[src/sv/dilp_pkg.sv]
// Shared types and constants for the decimal integer list parser.
// No dependencies; every other file refers to this package by scoped names.
package dilp_pkg;

  localparam int unsigned DataW   = 8;
  localparam int unsigned ValueW  = 32;
  localparam int unsigned StatusW = 2;
  localparam int unsigned TotalW  = 17;

  // element count saturates here; shown in the low TotalW bits
  localparam int unsigned MaxElements = 65536;
  localparam int unsigned CountW      = $clog2(MaxElements + 1);

  localparam int unsigned Radix = 10;

  localparam logic [DataW-1:0] ChOpen    = 8'h5B; // '['
  localparam logic [DataW-1:0] ChClose   = 8'h5D; // ']'
  localparam logic [DataW-1:0] ChComma   = 8'h2C; // ','
  localparam logic [DataW-1:0] ChHash    = 8'h23; // '#'
  localparam logic [DataW-1:0] ChMinus   = 8'h2D; // '-'
  localparam logic [DataW-1:0] ChPlus    = 8'h2B; // '+'
  localparam logic [DataW-1:0] ChZero    = 8'h30; // '0'
  localparam logic [DataW-1:0] ChNine    = 8'h39; // '9'
  localparam logic [DataW-1:0] ChSpace   = 8'h20;
  localparam logic [DataW-1:0] ChTab     = 8'h09;
  localparam logic [DataW-1:0] ChLf      = 8'h0A;
  localparam logic [DataW-1:0] ChCr      = 8'h0D;

  typedef enum logic [StatusW-1:0] {
    ST_OK        = 2'd0,
    ST_NO_OPEN   = 2'd1,
    ST_MALFORMED = 2'd2,
    ST_RANGE     = 2'd3
  } status_e;

  typedef enum logic {
    KIND_ELEMENT = 1'b0,
    KIND_STATUS  = 1'b1
  } kind_e;

  typedef struct packed {
    kind_e                    kind;
    logic signed [ValueW-1:0] value;
    status_e                  status;
    logic [TotalW-1:0]        total;
    logic                     last;
  } result_t;

  // up to two results produced by one byte, in order r0 then r1
  typedef struct packed {
    logic [1:0] n;
    result_t    r0;
    result_t    r1;
  } res_pair_t;

endpackage

[src/sv/dilp_if.sv]
// Valid/ready stream interfaces for the byte input and the result output.
// Depends on dilp_pkg for field widths.
interface dilp_in_if;
  logic                        valid;
  logic                        ready;
  logic [dilp_pkg::DataW-1:0]  data_byte;
  logic                        last_byte;

  modport source (output valid, data_byte, last_byte, input ready);
  modport sink   (input valid, data_byte, last_byte, output ready);
endinterface

interface dilp_out_if;
  logic                                valid;
  logic                                ready;
  logic                                result_kind;
  logic signed [dilp_pkg::ValueW-1:0]  element_value;
  logic [dilp_pkg::StatusW-1:0]        parse_status;
  logic [dilp_pkg::TotalW-1:0]         element_total;
  logic                                last_result;

  modport source (output valid, result_kind, element_value, parse_status, element_total,
                  last_result, input ready);
  modport sink   (input valid, result_kind, element_value, parse_status, element_total,
                  last_result, output ready);
endinterface

[src/sv/dilp_parse_core.sv]
// Parser state and per-byte next-state logic; emits up to two results per byte.
// Depends on dilp_pkg.
module dilp_parse_core (
  input  logic                       clk_i,
  input  logic                       rst_ni,
  input  logic                       go_i,
  input  logic [dilp_pkg::DataW-1:0] data_byte_i,
  input  logic                       last_byte_i,
  output dilp_pkg::res_pair_t        pair_o
);

  localparam logic [dilp_pkg::ValueW-1:0] MagPosMax  = 32'h7FFF_FFFF;
  localparam logic [dilp_pkg::ValueW-1:0] MagNegMax  = 32'h8000_0000;
  localparam logic [dilp_pkg::ValueW-1:0] MagStepMax = MagPosMax / dilp_pkg::Radix;
  localparam int unsigned AccW = dilp_pkg::ValueW + 4;

  typedef enum logic [1:0] {PhWait, PhList, PhDone, PhErr} phase_e;

  typedef struct packed {
    logic                          neg;
    logic                          saw;
    logic [dilp_pkg::ValueW-1:0]   mag;
    dilp_pkg::status_e             fault;
  } tok_t;

  function automatic tok_t add_char(tok_t t_in, logic [dilp_pkg::DataW-1:0] c, logic first);
    tok_t                        t;
    logic [dilp_pkg::ValueW-1:0] limit;
    logic [AccW-1:0]             acc;
    t     = t_in;
    limit = t_in.neg ? MagNegMax : MagPosMax;
    acc   = '0;
    if (t.fault != dilp_pkg::ST_OK) begin
      t = t_in;
    end else if (first && (c == dilp_pkg::ChMinus || c == dilp_pkg::ChPlus)) begin
      t.neg = (c == dilp_pkg::ChMinus);
    end else if (c < dilp_pkg::ChZero || c > dilp_pkg::ChNine) begin
      t.fault = dilp_pkg::ST_MALFORMED;
    end else begin
      t.saw = 1'b1;
      if (t.mag > MagStepMax) begin
        t.fault = dilp_pkg::ST_RANGE;
      end else begin
        acc = AccW'(t.mag) * AccW'(dilp_pkg::Radix) + AccW'(c - dilp_pkg::ChZero);
        if (acc > AccW'(limit)) begin
          t.fault = dilp_pkg::ST_RANGE;
        end else begin
          t.mag = acc[dilp_pkg::ValueW-1:0];
        end
      end
    end
    return t;
  endfunction

  phase_e                        phase_q, phase_d;
  logic                          in_comment_q, in_comment_d;
  logic                          tok_active_q, tok_active_d;
  tok_t                          tok_q, tok_d;
  logic                          comma_ok_q, comma_ok_d;
  dilp_pkg::status_e             err_q, err_d;
  logic [dilp_pkg::CountW-1:0]   count_q, count_d;

  always_comb begin : p_next
    logic                       is_space;
    logic                       is_term;
    logic                       close_on_term;
    logic                       close_tok;
    dilp_pkg::status_e          code;
    dilp_pkg::result_t          elem;
    dilp_pkg::result_t          stat;
    logic                       has_elem;
    logic [dilp_pkg::DataW-1:0] c;

    c        = data_byte_i;
    is_space = (c == dilp_pkg::ChSpace) || (c == dilp_pkg::ChTab) ||
               (c == dilp_pkg::ChLf) || (c == dilp_pkg::ChCr);
    is_term  = is_space || (c == dilp_pkg::ChComma) || (c == dilp_pkg::ChClose) ||
               (c == dilp_pkg::ChHash);
    close_on_term = 1'b0;
    close_tok     = 1'b0;
    code          = dilp_pkg::ST_OK;
    has_elem      = 1'b0;
    elem          = '0;
    stat          = '0;

    phase_d      = phase_q;
    in_comment_d = in_comment_q;
    tok_active_d = tok_active_q;
    tok_d        = tok_q;
    comma_ok_d   = comma_ok_q;
    err_d        = err_q;
    count_d      = count_q;
    pair_o       = '0;

    if (go_i) begin
      if (phase_q == PhDone || phase_q == PhErr) begin
        phase_d = phase_q; // bytes ignored until the last one
      end else if (in_comment_q) begin
        if (c == dilp_pkg::ChLf || c == dilp_pkg::ChCr) begin
          in_comment_d = 1'b0;
        end
      end else if (phase_q == PhWait) begin
        if (c == dilp_pkg::ChHash) begin
          in_comment_d = 1'b1;
        end else if (c == dilp_pkg::ChOpen) begin
          phase_d = PhList;
        end else if (!is_space) begin
          phase_d = PhErr;
          err_d   = dilp_pkg::ST_NO_OPEN;
        end
      end else if (tok_active_q) begin
        if (is_term) begin
          // token closes first; the terminator itself acts afterward
          close_on_term = 1'b1;
          if (c == dilp_pkg::ChHash) begin
            in_comment_d = 1'b1;
          end else if (c == dilp_pkg::ChClose) begin
            phase_d = PhDone;
          end
        end else begin
          tok_d = add_char(tok_q, c, 1'b0);
        end
      end else begin
        if (c == dilp_pkg::ChHash) begin
          in_comment_d = 1'b1;
        end else if (c == dilp_pkg::ChClose) begin
          phase_d = PhDone;
        end else if (c == dilp_pkg::ChComma) begin
          if (comma_ok_q) begin
            comma_ok_d = 1'b0;
          end else begin
            phase_d = PhErr;
            err_d   = dilp_pkg::ST_MALFORMED;
          end
        end else if (!is_space) begin
          tok_active_d = 1'b1;
          comma_ok_d   = 1'b0;
          tok_d        = add_char('{neg: 1'b0, saw: 1'b0, mag: '0, fault: dilp_pkg::ST_OK},
                                  c, 1'b1);
        end
      end

      // a text that ends inside a token closes it too
      close_tok = close_on_term || (last_byte_i && phase_d == PhList && tok_active_d);

      if (close_tok) begin
        tok_active_d = 1'b0;
        if (tok_d.fault != dilp_pkg::ST_OK) begin
          code = tok_d.fault;
        end else if (!tok_d.saw) begin
          code = dilp_pkg::ST_MALFORMED;
        end else begin
          code = dilp_pkg::ST_OK;
        end
        if (code != dilp_pkg::ST_OK) begin
          phase_d      = PhErr;
          err_d        = code;
          in_comment_d = 1'b0;
        end else begin
          if (count_q < dilp_pkg::CountW'(dilp_pkg::MaxElements)) begin
            count_d = count_q + dilp_pkg::CountW'(1);
          end
          has_elem    = 1'b1;
          elem.kind   = dilp_pkg::KIND_ELEMENT;
          elem.value  = tok_d.neg ? $signed(-tok_d.mag) : $signed(tok_d.mag);
          elem.status = dilp_pkg::ST_OK;
          elem.total  = dilp_pkg::TotalW'(count_d);
          elem.last   = !last_byte_i;
          comma_ok_d  = !(close_on_term && c == dilp_pkg::ChComma);
        end
      end

      if (last_byte_i) begin
        stat.kind   = dilp_pkg::KIND_STATUS;
        stat.value  = '0;
        stat.status = (phase_d == PhWait) ? dilp_pkg::ST_NO_OPEN : err_d;
        stat.total  = dilp_pkg::TotalW'(count_d);
        stat.last   = 1'b1;
        phase_d      = PhWait;
        in_comment_d = 1'b0;
        tok_active_d = 1'b0;
        tok_d        = '{neg: 1'b0, saw: 1'b0, mag: '0, fault: dilp_pkg::ST_OK};
        comma_ok_d   = 1'b0;
        err_d        = dilp_pkg::ST_OK;
        count_d      = '0;
      end

      if (has_elem) begin
        pair_o.r0 = elem;
        pair_o.r1 = stat;
        pair_o.n  = last_byte_i ? 2'd2 : 2'd1;
      end else if (last_byte_i) begin
        pair_o.r0 = stat;
        pair_o.n  = 2'd1;
      end
    end
  end

  always_ff @(posedge clk_i or negedge rst_ni) begin
    if (!rst_ni) begin
      phase_q      <= PhWait;
      in_comment_q <= 1'b0;
      tok_active_q <= 1'b0;
      tok_q        <= '{neg: 1'b0, saw: 1'b0, mag: '0, fault: dilp_pkg::ST_OK};
      comma_ok_q   <= 1'b0;
      err_q        <= dilp_pkg::ST_OK;
      count_q      <= '0;
    end else begin
      phase_q      <= phase_d;
      in_comment_q <= in_comment_d;
      tok_active_q <= tok_active_d;
      tok_q        <= tok_d;
      comma_ok_q   <= comma_ok_d;
      err_q        <= err_d;
      count_q      <= count_d;
    end
  end

endmodule

[src/sv/dilp_result_fifo.sv]
// Four-entry result queue taking up to two results per cycle, one out per beat.
// Depends on dilp_pkg and dilp_out_if.
module dilp_result_fifo (
  input  logic                clk_i,
  input  logic                rst_ni,
  input  dilp_pkg::res_pair_t pair_i,
  output logic                room_o,
  dilp_out_if.source          out_o
);

  localparam int unsigned Depth = 4;
  localparam int unsigned PtrW  = $clog2(Depth);
  localparam int unsigned CntW  = $clog2(Depth + 1);

  dilp_pkg::result_t mem_q [Depth];
  logic [PtrW-1:0]   wr_ptr_q, rd_ptr_q;
  logic [CntW-1:0]   cnt_q;
  logic              pop;
  dilp_pkg::result_t head;

  assign pop    = out_o.valid && out_o.ready;
  assign room_o = (cnt_q <= CntW'(Depth - 2));
  assign head   = mem_q[rd_ptr_q];

  assign out_o.valid         = (cnt_q != '0);
  assign out_o.result_kind   = head.kind;
  assign out_o.element_value = head.value;
  assign out_o.parse_status  = head.status;
  assign out_o.element_total = head.total;
  assign out_o.last_result   = head.last;

  always_ff @(posedge clk_i) begin
    if (pair_i.n != 2'd0) begin
      mem_q[wr_ptr_q] <= pair_i.r0;
    end
    if (pair_i.n == 2'd2) begin
      mem_q[wr_ptr_q + PtrW'(1)] <= pair_i.r1;
    end
  end

  always_ff @(posedge clk_i or negedge rst_ni) begin
    if (!rst_ni) begin
      wr_ptr_q <= '0;
      rd_ptr_q <= '0;
      cnt_q    <= '0;
    end else begin
      wr_ptr_q <= wr_ptr_q + PtrW'(pair_i.n);
      rd_ptr_q <= rd_ptr_q + PtrW'(pop);
      cnt_q    <= cnt_q + CntW'(pair_i.n) - CntW'(pop);
    end
  end

endmodule

[src/sv/decimal_int_list_parser_unit.sv]
// Bracketed decimal integer list parser. Takes one text byte per beat and
// returns each completed element as a signed 32-bit value, then a status and
// element count on the byte marked last. One byte is accepted every cycle
// while the result queue has room; a byte passes an input register, then the
// parse logic, and its results are written into the result queue, from which
// they are presented at the output. A last byte that also closes a token
// yields two results and so takes two output beats. Results go through a
// four-entry queue; input stalls only when that queue has fewer than two free
// entries, which happens when the consumer holds ready low.
// Depends on dilp_pkg, dilp_if, dilp_parse_core and dilp_result_fifo.
module decimal_int_list_parser_unit (
  input  logic       clk_i,
  input  logic       rst_ni,
  dilp_in_if.sink    in_i,
  dilp_out_if.source out_o
);

  logic                       s1_valid_q;
  logic [dilp_pkg::DataW-1:0] s1_byte_q;
  logic                       s1_last_q;
  logic                       room;
  logic                       advance;
  logic                       accept;
  dilp_pkg::res_pair_t        pair;

  assign advance    = s1_valid_q && room;
  assign in_i.ready = !s1_valid_q || room;
  assign accept     = in_i.valid && in_i.ready;

  always_ff @(posedge clk_i or negedge rst_ni) begin
    if (!rst_ni) begin
      s1_valid_q <= 1'b0;
    end else if (accept) begin
      s1_valid_q <= 1'b1;
    end else if (advance) begin
      s1_valid_q <= 1'b0;
    end
  end

  always_ff @(posedge clk_i) begin
    if (accept) begin
      s1_byte_q <= in_i.data_byte;
      s1_last_q <= in_i.last_byte;
    end
  end

  dilp_parse_core u_core (
    .clk_i       (clk_i),
    .rst_ni      (rst_ni),
    .go_i        (advance),
    .data_byte_i (s1_byte_q),
    .last_byte_i (s1_last_q),
    .pair_o      (pair)
  );

  dilp_result_fifo u_fifo (
    .clk_i  (clk_i),
    .rst_ni (rst_ni),
    .pair_i (pair),
    .room_o (room),
    .out_o  (out_o)
  );

  // a last byte always produces a status result
  a_last_gives_status: assert property (@(posedge clk_i) disable iff (!rst_ni)
    (advance && s1_last_q) |-> (pair.n != 2'd0))
    else $error("last byte produced no result");

  // two results in one beat are always an element followed by the status
  a_pair_order: assert property (@(posedge clk_i) disable iff (!rst_ni)
    (pair.n == 2'd2) |-> (pair.r0.kind == dilp_pkg::KIND_ELEMENT &&
                          pair.r1.kind == dilp_pkg::KIND_STATUS && pair.r1.last))
    else $error("bad result pair");

  // nothing is produced without a byte moving into the parser
  a_no_spurious: assert property (@(posedge clk_i) disable iff (!rst_ni)
    !advance |-> (pair.n == 2'd0))
    else $error("result without a byte");

  // a status result always ends its byte's results
  a_status_last: assert property (@(posedge clk_i) disable iff (!rst_ni)
    (out_o.valid && out_o.result_kind == dilp_pkg::KIND_STATUS) |-> out_o.last_result)
    else $error("status not marked last");

endmodule
[src/flat_wrapper.sv]
// flat-port wrapper written by rule: the top's interface ports become plain ports
module decimal_int_list_parser_unit_flat 
  (clk_i, rst_ni, in_i_valid, in_i_data_byte, in_i_last_byte, in_i_ready, out_o_valid, out_o_result_kind, out_o_element_value, out_o_parse_status, out_o_element_total, out_o_last_result, out_o_ready);
  dilp_in_if in_i_i ();
  dilp_out_if out_o_i ();
  input  logic clk_i;
  input  logic rst_ni;
  input wire logic [$bits(in_i_i.valid)-1:0] in_i_valid;
  input wire logic [$bits(in_i_i.data_byte)-1:0] in_i_data_byte;
  input wire logic [$bits(in_i_i.last_byte)-1:0] in_i_last_byte;
  output wire logic [$bits(in_i_i.ready)-1:0] in_i_ready;
  output wire logic [$bits(out_o_i.valid)-1:0] out_o_valid;
  output wire logic [$bits(out_o_i.result_kind)-1:0] out_o_result_kind;
  output wire logic [$bits(out_o_i.element_value)-1:0] out_o_element_value;
  output wire logic [$bits(out_o_i.parse_status)-1:0] out_o_parse_status;
  output wire logic [$bits(out_o_i.element_total)-1:0] out_o_element_total;
  output wire logic [$bits(out_o_i.last_result)-1:0] out_o_last_result;
  input wire logic [$bits(out_o_i.ready)-1:0] out_o_ready;
  assign in_i_i.valid = in_i_valid;
  assign in_i_i.data_byte = in_i_data_byte;
  assign in_i_i.last_byte = in_i_last_byte;
  assign in_i_ready = in_i_i.ready;
  assign out_o_valid = out_o_i.valid;
  assign out_o_result_kind = out_o_i.result_kind;
  assign out_o_element_value = out_o_i.element_value;
  assign out_o_parse_status = out_o_i.parse_status;
  assign out_o_element_total = out_o_i.element_total;
  assign out_o_last_result = out_o_i.last_result;
  assign out_o_i.ready = out_o_ready;
  decimal_int_list_parser_unit u_core (.clk_i(clk_i), .rst_ni(rst_ni), .in_i(in_i_i), .out_o(out_o_i));
endmodule
[config.mk]
export PLATFORM = sky130hd
export DESIGN_NAME = decimal_int_list_parser_unit_flat
export DESIGN_NICKNAME = d
export VERILOG_FILES = /design/src/sv/dilp_pkg.sv /design/src/sv/dilp_if.sv /design/src/sv/dilp_parse_core.sv /design/src/sv/dilp_result_fifo.sv /design/src/sv/decimal_int_list_parser_unit.sv /design/src/flat_wrapper.sv
export SDC_FILE = /design/constraint.sdc
export NUM_CORES = 1
export LEC_CHECK = 0
export BUFFER_PORTS_ARGS = -buffer_cell sky130_fd_sc_hd__buf_2
export CORE_MARGIN = 4
export CORE_UTILIZATION = 59
export CTS_CLUSTER_DIAMETER = 60
export DETAILED_ROUTE_END_ITERATION = 10
export PLACE_DENSITY = 0.78
export RECOVER_POWER = 50
export SYNTH_ARGS = -nofsm -noshare
export SYNTH_HDL_FRONTEND = slang
export SYNTH_HIERARCHICAL = 1
export SYNTH_SLANG_ARGS = --single-unit
export TNS_END_PERCENT = 30
[constraint.sdc]
create_clock -name clk_i -period 32.6 [get_ports clk_i]
set_input_delay 3.26 -clock clk_i [delete_from_list [all_inputs] [get_ports clk_i]]
set_output_delay 3.26 -clock clk_i [all_outputs]
set_load 0.02 [all_outputs]
# [Yosys cells after proc, flatten, opt, wreduce, memory -nomap -nowiden]
# Memories as Yosys holds them, arrays and structs flattened.
# Cells that the tools add are included.
[classes] magnitude_cmp=7 shifts=0 n_mul=1 n_mux=123 eq_ne=14 n_bitwise=0 addsub=9 div=0 n_reduce_logical=29
[ops] cell="two-way mux 36 bit" n=10
[ops] cell="two-way mux 32 bit" n=5
[ops] cell="two-way mux 108 bit" n=1
[ops] cell="two-way mux 53 bit" n=2
[ops] cell="two-way mux 35 bit" n=3
[ops] cell="two-way mux 52 bit" n=2
[ops] cell="two-way mux 2 bit" n=44
[ops] cell="two-way mux 17 bit" n=4
[ops] cell="two-way mux 33 bit" n=2
[ops] cell="two-way mux 55 bit" n=1
[ops] cell="two-way mux 54 bit" n=1
[ops] cell="two-way mux 1 bit" n=48
[ops] cell="equality test 8 x 6 -> 1 bit, second input constant" n=5
[ops] cell="adder 36 bit" n=1
[ops] cell="greater-than comparator 36 x 31 -> 1 bit, second input constant" n=1
[ops] cell="greater-than comparator 36 x 32 -> 1 bit" n=1
[ops] cell="multiplier 32 x 3 -> 35 bit, second input constant" n=1
[ops] cell="greater-than comparator 32 x 28 -> 1 bit, second input constant" n=1
[ops] cell="negation 32 bit" n=1
[ops] cell="equality test 8 x 4 -> 1 bit, second input constant" n=3
[ops] cell="adder 17 x 1 -> 17 bit, second input constant" n=1
[ops] cell="less-than comparator 17 bit, second input constant" n=1
[ops] cell="equality test 8 x 7 -> 1 bit, second input constant" n=2
[ops] cell="logical OR 1 bit" n=12
[ops] cell="16 further kinds" n=30
[word_totals] wordCells=200 ram_bits=212 in_bits=13 rom_bits=0 latch_bits=0 memories=1 output_inout_bits=55 regBits=77
[mem_list] memory="u_core.u_fifo.mem_q" words=4 width=53 read_ports=1 rd_clocked_by_memory_dff=0 write_ports=2 line_no="dilp_result_fifo.sv:15" source="dilp_pkg::result_t mem_q [Depth];"

# [Depth between registers and ports, before layout]
[depth] ltp_word=32 depth_mapped=50 depth_no_buf=46

# [Cells and area by module]
# Netlist, hierarchy kept.
[by_module_without_submodules] module="dilp_parse_core" cells_each=1403 n_inst=1 seq_area_each_um2=1501.4 area_each_um2=10616.4
[by_module_without_submodules] module="dilp_result_fifo" cells_each=554 n_inst=1 seq_area_each_um2=6541.3 area_each_um2=10613.9
[by_module_without_submodules] module="decimal_int_list_parser_unit" cells_each=14 n_inst=1 seq_area_each_um2=295.3 area_each_um2=330.3

# [Least setup slack after synthesis]
# OpenSTA, ideal clock, no wires.
[synth_timing] path_kind="flip-flop to flip-flop" from="register u_core/u_core/tok_q[3] (netlist bit)" to="memory u_core/u_fifo/mem_q[0][0] (netlist bit), enable pin" synth_period_minus_slack_ns=12.800 arrival_ns=12.263 setup_ns=0.537 n_path_buf=4 required_ns=32.063 slack_ns=19.800 path_stages_with_launch=46 cell_sequence="dfrtp_1 -> ha_1 -> ha_1 -> inv_1 -> fa_1 -> nor2b_1 -> o21ai_0 -> a21boi_0 -> o21ai_0 -> a21boi_0 -> o21ai_0 -> a21oi_1 -> o21ai_0 -> a21boi_0 -> o21ai_0 -> nand2b_1 -> a21o_1 -> a21oi_1 -> (+10 left out) -> a21oi_1 -> nor2_1 -> a211oi_1 -> o211ai_1 -> a32oi_1 -> o2111ai_4 -> nor2_1 -> a31o_2 -> nor4b_2 -> and2_1 -> clkbuf_1 -> buf_2 -> ha_1 -> and2_1 -> buf_4 -> clkbuf_2 -> o21bai_1 -> o21ai_0"
[synth_rtl] item="from (decl)" line_no="dilp_parse_core.sv:58" source="tok_t tok_q, tok_d;"
[synth_rtl] item="from (signal assigned)" line_no="dilp_parse_core.sv:204" source="tok_q <= '{neg: 1'b0, saw: 1'b0, mag: '0, fault: dilp_pkg::ST_OK};"
[synth_rtl] item="from (signal assigned)" line_no="dilp_parse_core.sv:212" source="tok_q <= tok_d;"
[synth_rtl] item="to (decl)" line_no="dilp_result_fifo.sv:15"

==> flow_summary.yaml <==
outcome:
  status: "finished, violations left"
  violations: "capacitance limit, slew limit"
timing:
  slew_headroom_pct: -162.2
  fin_tns_setup_ps: 0
  final_max_slew_viol_count: 286
  fmax_mhz: 66.99
  period_needed_ps: 14930
  hold_violations: 0
  rsz0062_at_grt: "false"
  worst_slew_pin_slew_ps: 3932
  period_share_pct: 45.79
  fin_skew_ps: 38.66
  final-setup-viol-count: 0
floorplanning:
  rows: 69
  initial_utilization_pct: 60.18
  coreArea_sq_um: 35830
  die_h_um: 199.2
  die_width_um: 199.2
  ios: 68
  design.die.area_sq_um: 39670
global_route:
  grt_pass1_vias: 15740
  grt.total_usage_pct: 27.96
  antenna_found_initial: 0
  grt_max_degree: 69
  gr-total-overflow: 0
  grt_pass1_wl_um: 88680
hold_path:
  worstHoldPathType: "register to register"
  min_to: "u_core/u_fifo/rd_ptr_q[1]$_DFF_PN0_"
  min_delay_path_depth: 1
  hold_start: "u_core/u_fifo/rd_ptr_q[1]$_DFF_PN0_"
critical_path:
  required_ps: 32750
  worst_setup_path_end_kind: "register"
  r2r_slack_ps: 17670
  cp_slowest_stage_delay_ps: 2710
  path_max_fanout: 54
  slowest_stage: "clkbuf_1"
  r2r_start: "u_core/u_core/tok_q[3]$_DFFE_PN0P_"
  critPathLaunchType: "register"
  reg2reg_to: "u_core/u_fifo/mem_q[0][6]$_DFFE_PP_"
  rr_worst_depth: 40
  criticalPathCategory: "register to register"
  crit_path_frequent_cell: "o21ai_0"
  arrival_ps: 15080
power_and_ir_drop:
  switching_share_pct: 39.49
  irDropWorstVdd_mv: 0.05648
  p_sw_uw: 557.5
  power_frac_comb_pct: 39.7
  clkPwrFrac_pct: 25.9
  power_density_nw_per_um2: 61.53
  internal_power_uw: 854.2
  seqPwrFrac_pct: 34.4
  p_leak_nw: 9.097
routing:
  ant_nets: 0
  drt_iter0_markers: 1659
  first_pass_iters: 7
  wl_per_cell_um: 22.71
  drt_wl_total_um: 56440
  viasPerCell: 6.583
  vias: 16360
  drc: 0
clock_network:
  clkTransAtPathRegs_ps: 60
  cts-hold-fix-buffers: 0
  insertion_delay_ps: 540
  cts_tree: "done"
  cts_root_buf: "clkbuf_16"
  clk_path_buf_depth: 3
  postCtsSetupBuffers: 0
  cts_resized: 0
  cts_sinks: 289
  cts_buffers: 35
  htreeDepth: 2
synthesis:
  yosys-top-cells-area: "edfxtp_1 (31%), mux2_2 (11%), ha_1 (8.0%), dfrtp_1 (7.9%), mux4_2 (5.5%)"
  synth_top_area_cell: "edfxtp_1"
  ys.flop_type: "edfxtp_1"
  syn_inst: 1971
  yosysWarnings: 6
  yosysMostFrequentCell: "edfxtp_1"
  synth_seq_cells: 289
  async_flop_share_pct: 23.53
  synth_common_cells: "edfxtp_1 (221), mux2_2 (217), nor2_1 (141), ha_1 (138), nand2_1 (123)"
  mappedNetlistArea_sq_um: 21560
  synth_top_area_share_pct: 30.78
  ys_seq_area_share_pct: 38.67
  ys_types: 107
  syn_area_per_cell_sq_um: 10.94
  synth_edf_count: 221
finish:
  syn2layout_area_growth_pct: 6.418
  layout-drive-gt1-share_pct: 19.53
  design.final.nets: 2152
  nFillCells: 2788
  final_cells: 2485
place:
  hpwlAfterDp_um: 39340
  dp.cells: 2422
  gp_congestion: 1.013
  numPortBuffers: 67
flow_run:
  drv_cap: 5
metrics by stage:
step	power [mW]	cell area, sq um	utilization [%]	setup WS (ps)	hold WS, ps
after floorplan	0.8921	21680	-	19800	456.9
after global placement	1.040	22060	61.58	20840	458.5
after detailed placement	1.049	22060	61.58	20430	475.0
after CTS	1.415	23140	64.57	20440	481.3
after global routing	1.481	22940	64.03	16270	482.3
final	1.412	22940	64.04	17670	473.3
critical path: cells and delay by family (launching register included):
family,cells,cell delay [ps]
adders and majority gates,6,1780
buffers and inverters,3,3300
xor gates and xnor gates,1,190
and+or+nand+nor,12,4020
AOI/OAI and AO/OA,18,4750
DFF,1,480
power groups by stage:
stage,Clock [mW],Combinational (mW),Sequential (mW)
finish,0.366,0.561,0.485
global route,0.388,0.603,0.491
CTS,0.371,0.561,0.483
detailed placement,0,0.558,0.490
global placement,0,0.553,0.488
floorplan,0,0.423,0.470
layout make-up:
class                           count  area [sq um]  area share [%]
Timing Repair Buffer               92         425.4           1.854
Multi-Input combinational cell   1514         12280           53.51
Clock inverter                     20         160.2          0.6980
Inverter                           66         247.7           1.080
Sequential cell                   289          8343           36.36
Tap cell                          461         576.8           2.514
Antenna cell                        1         2.502         0.01091
Clock buffer                       42         912.1           3.975
per-layer routing:
layer | global-route usage [%] | wire length, um | vias up | part of all wire (%)
met2 | 43.02 | 25490 | 688 | 45
met3 | 4.940 | 4384 | 76 | 7.8
met1 | 41.93 | 25470 | 8046 | 45
met5 | 0 | 0 | - | 0
met4 | 5.978 | 1089 | 0 | 1.9
li1 | - | - | 7548 | -
registers in the layout, summed over array words and instances, names as in the netlist, 2 cells and up:
signal                  cells
u_core/u_fifo/mem_q       212
u_core/u_core/tok_q        36
u_core/u_core/count_q      17
u_core/s1_byte_q            8
u_core/u_fifo/cnt_q         3
u_core/u_core/err_q         2
u_core/u_core/phase_q       2
u_core/u_fifo/rd_ptr_q      2
u_core/u_fifo/wr_ptr_q      2
placed cells by master (no fill, tap or decap), types with 10 or more instances in the layout:
cell type,n
a211oi_1,19
a21o_1,24
a21oi_1,118
a22o_1,11
a22oi_1,23
a31oi_1,26
and2_1,16
and3_1,16
buf_2,13
buf_4,17
clkbuf_1,68
clkbuf_16,35
conb_1,32
dfrtp_1,66
edfxtp_1,221
ha_1,138
inv_1,65
mux2_2,216
mux4_2,53
nand2_1,124
nand2b_1,13
nand3_1,47
nand4_1,21
nor2_1,139
nor3_1,32
nor4_1,11
o211ai_1,15
o21a_1,12
o21ai_0,72
o21ai_1,10
o21bai_1,17
o22ai_1,27
o2bb2ai_1,20
or3_1,14
xnor2_1,73
xor2_1,25
worst max-delay path by stage:
stage	cells after the start	startpoint	end	slack [ps]
after global routing	39	u_core/u_core/tok_q[3]$_DFFE_PN0P_	u_core/u_fifo/mem_q[3][7]$_DFFE_PP_	16270
after detailed placement	41	u_core/u_core/tok_q[3]$_DFFE_PN0P_	u_core/u_fifo/mem_q[2][7]$_DFFE_PP_	20430
after CTS	41	u_core/u_core/tok_q[3]$_DFFE_PN0P_	u_core/u_fifo/mem_q[2][7]$_DFFE_PP_	20440
final	40	u_core/u_core/tok_q[3]$_DFFE_PN0P_	u_core/u_fifo/mem_q[0][6]$_DFFE_PP_	17670
after global placement	43	u_core/u_core/tok_q[3]$_DFFE_PN0P_	u_core/u_fifo/mem_q[2][7]$_DFFE_PP_	20840
after floorplan	45	u_core/u_core/tok_q[3]$_DFFE_PN0P_	u_core/u_fifo/mem_q[0][0]$_DFFE_PP_	19800
logic make-up after synthesis:
family	share of synthesized area, %
compound gates	14.91
xor+xnor	4.312
fa+ha+maj	8.287
buf+inv	4.683
flops	38.67
mux	17.06
other cells	0.01739
simple gates	12.06
No activity file was read; power rests on OpenSTA's default activity.
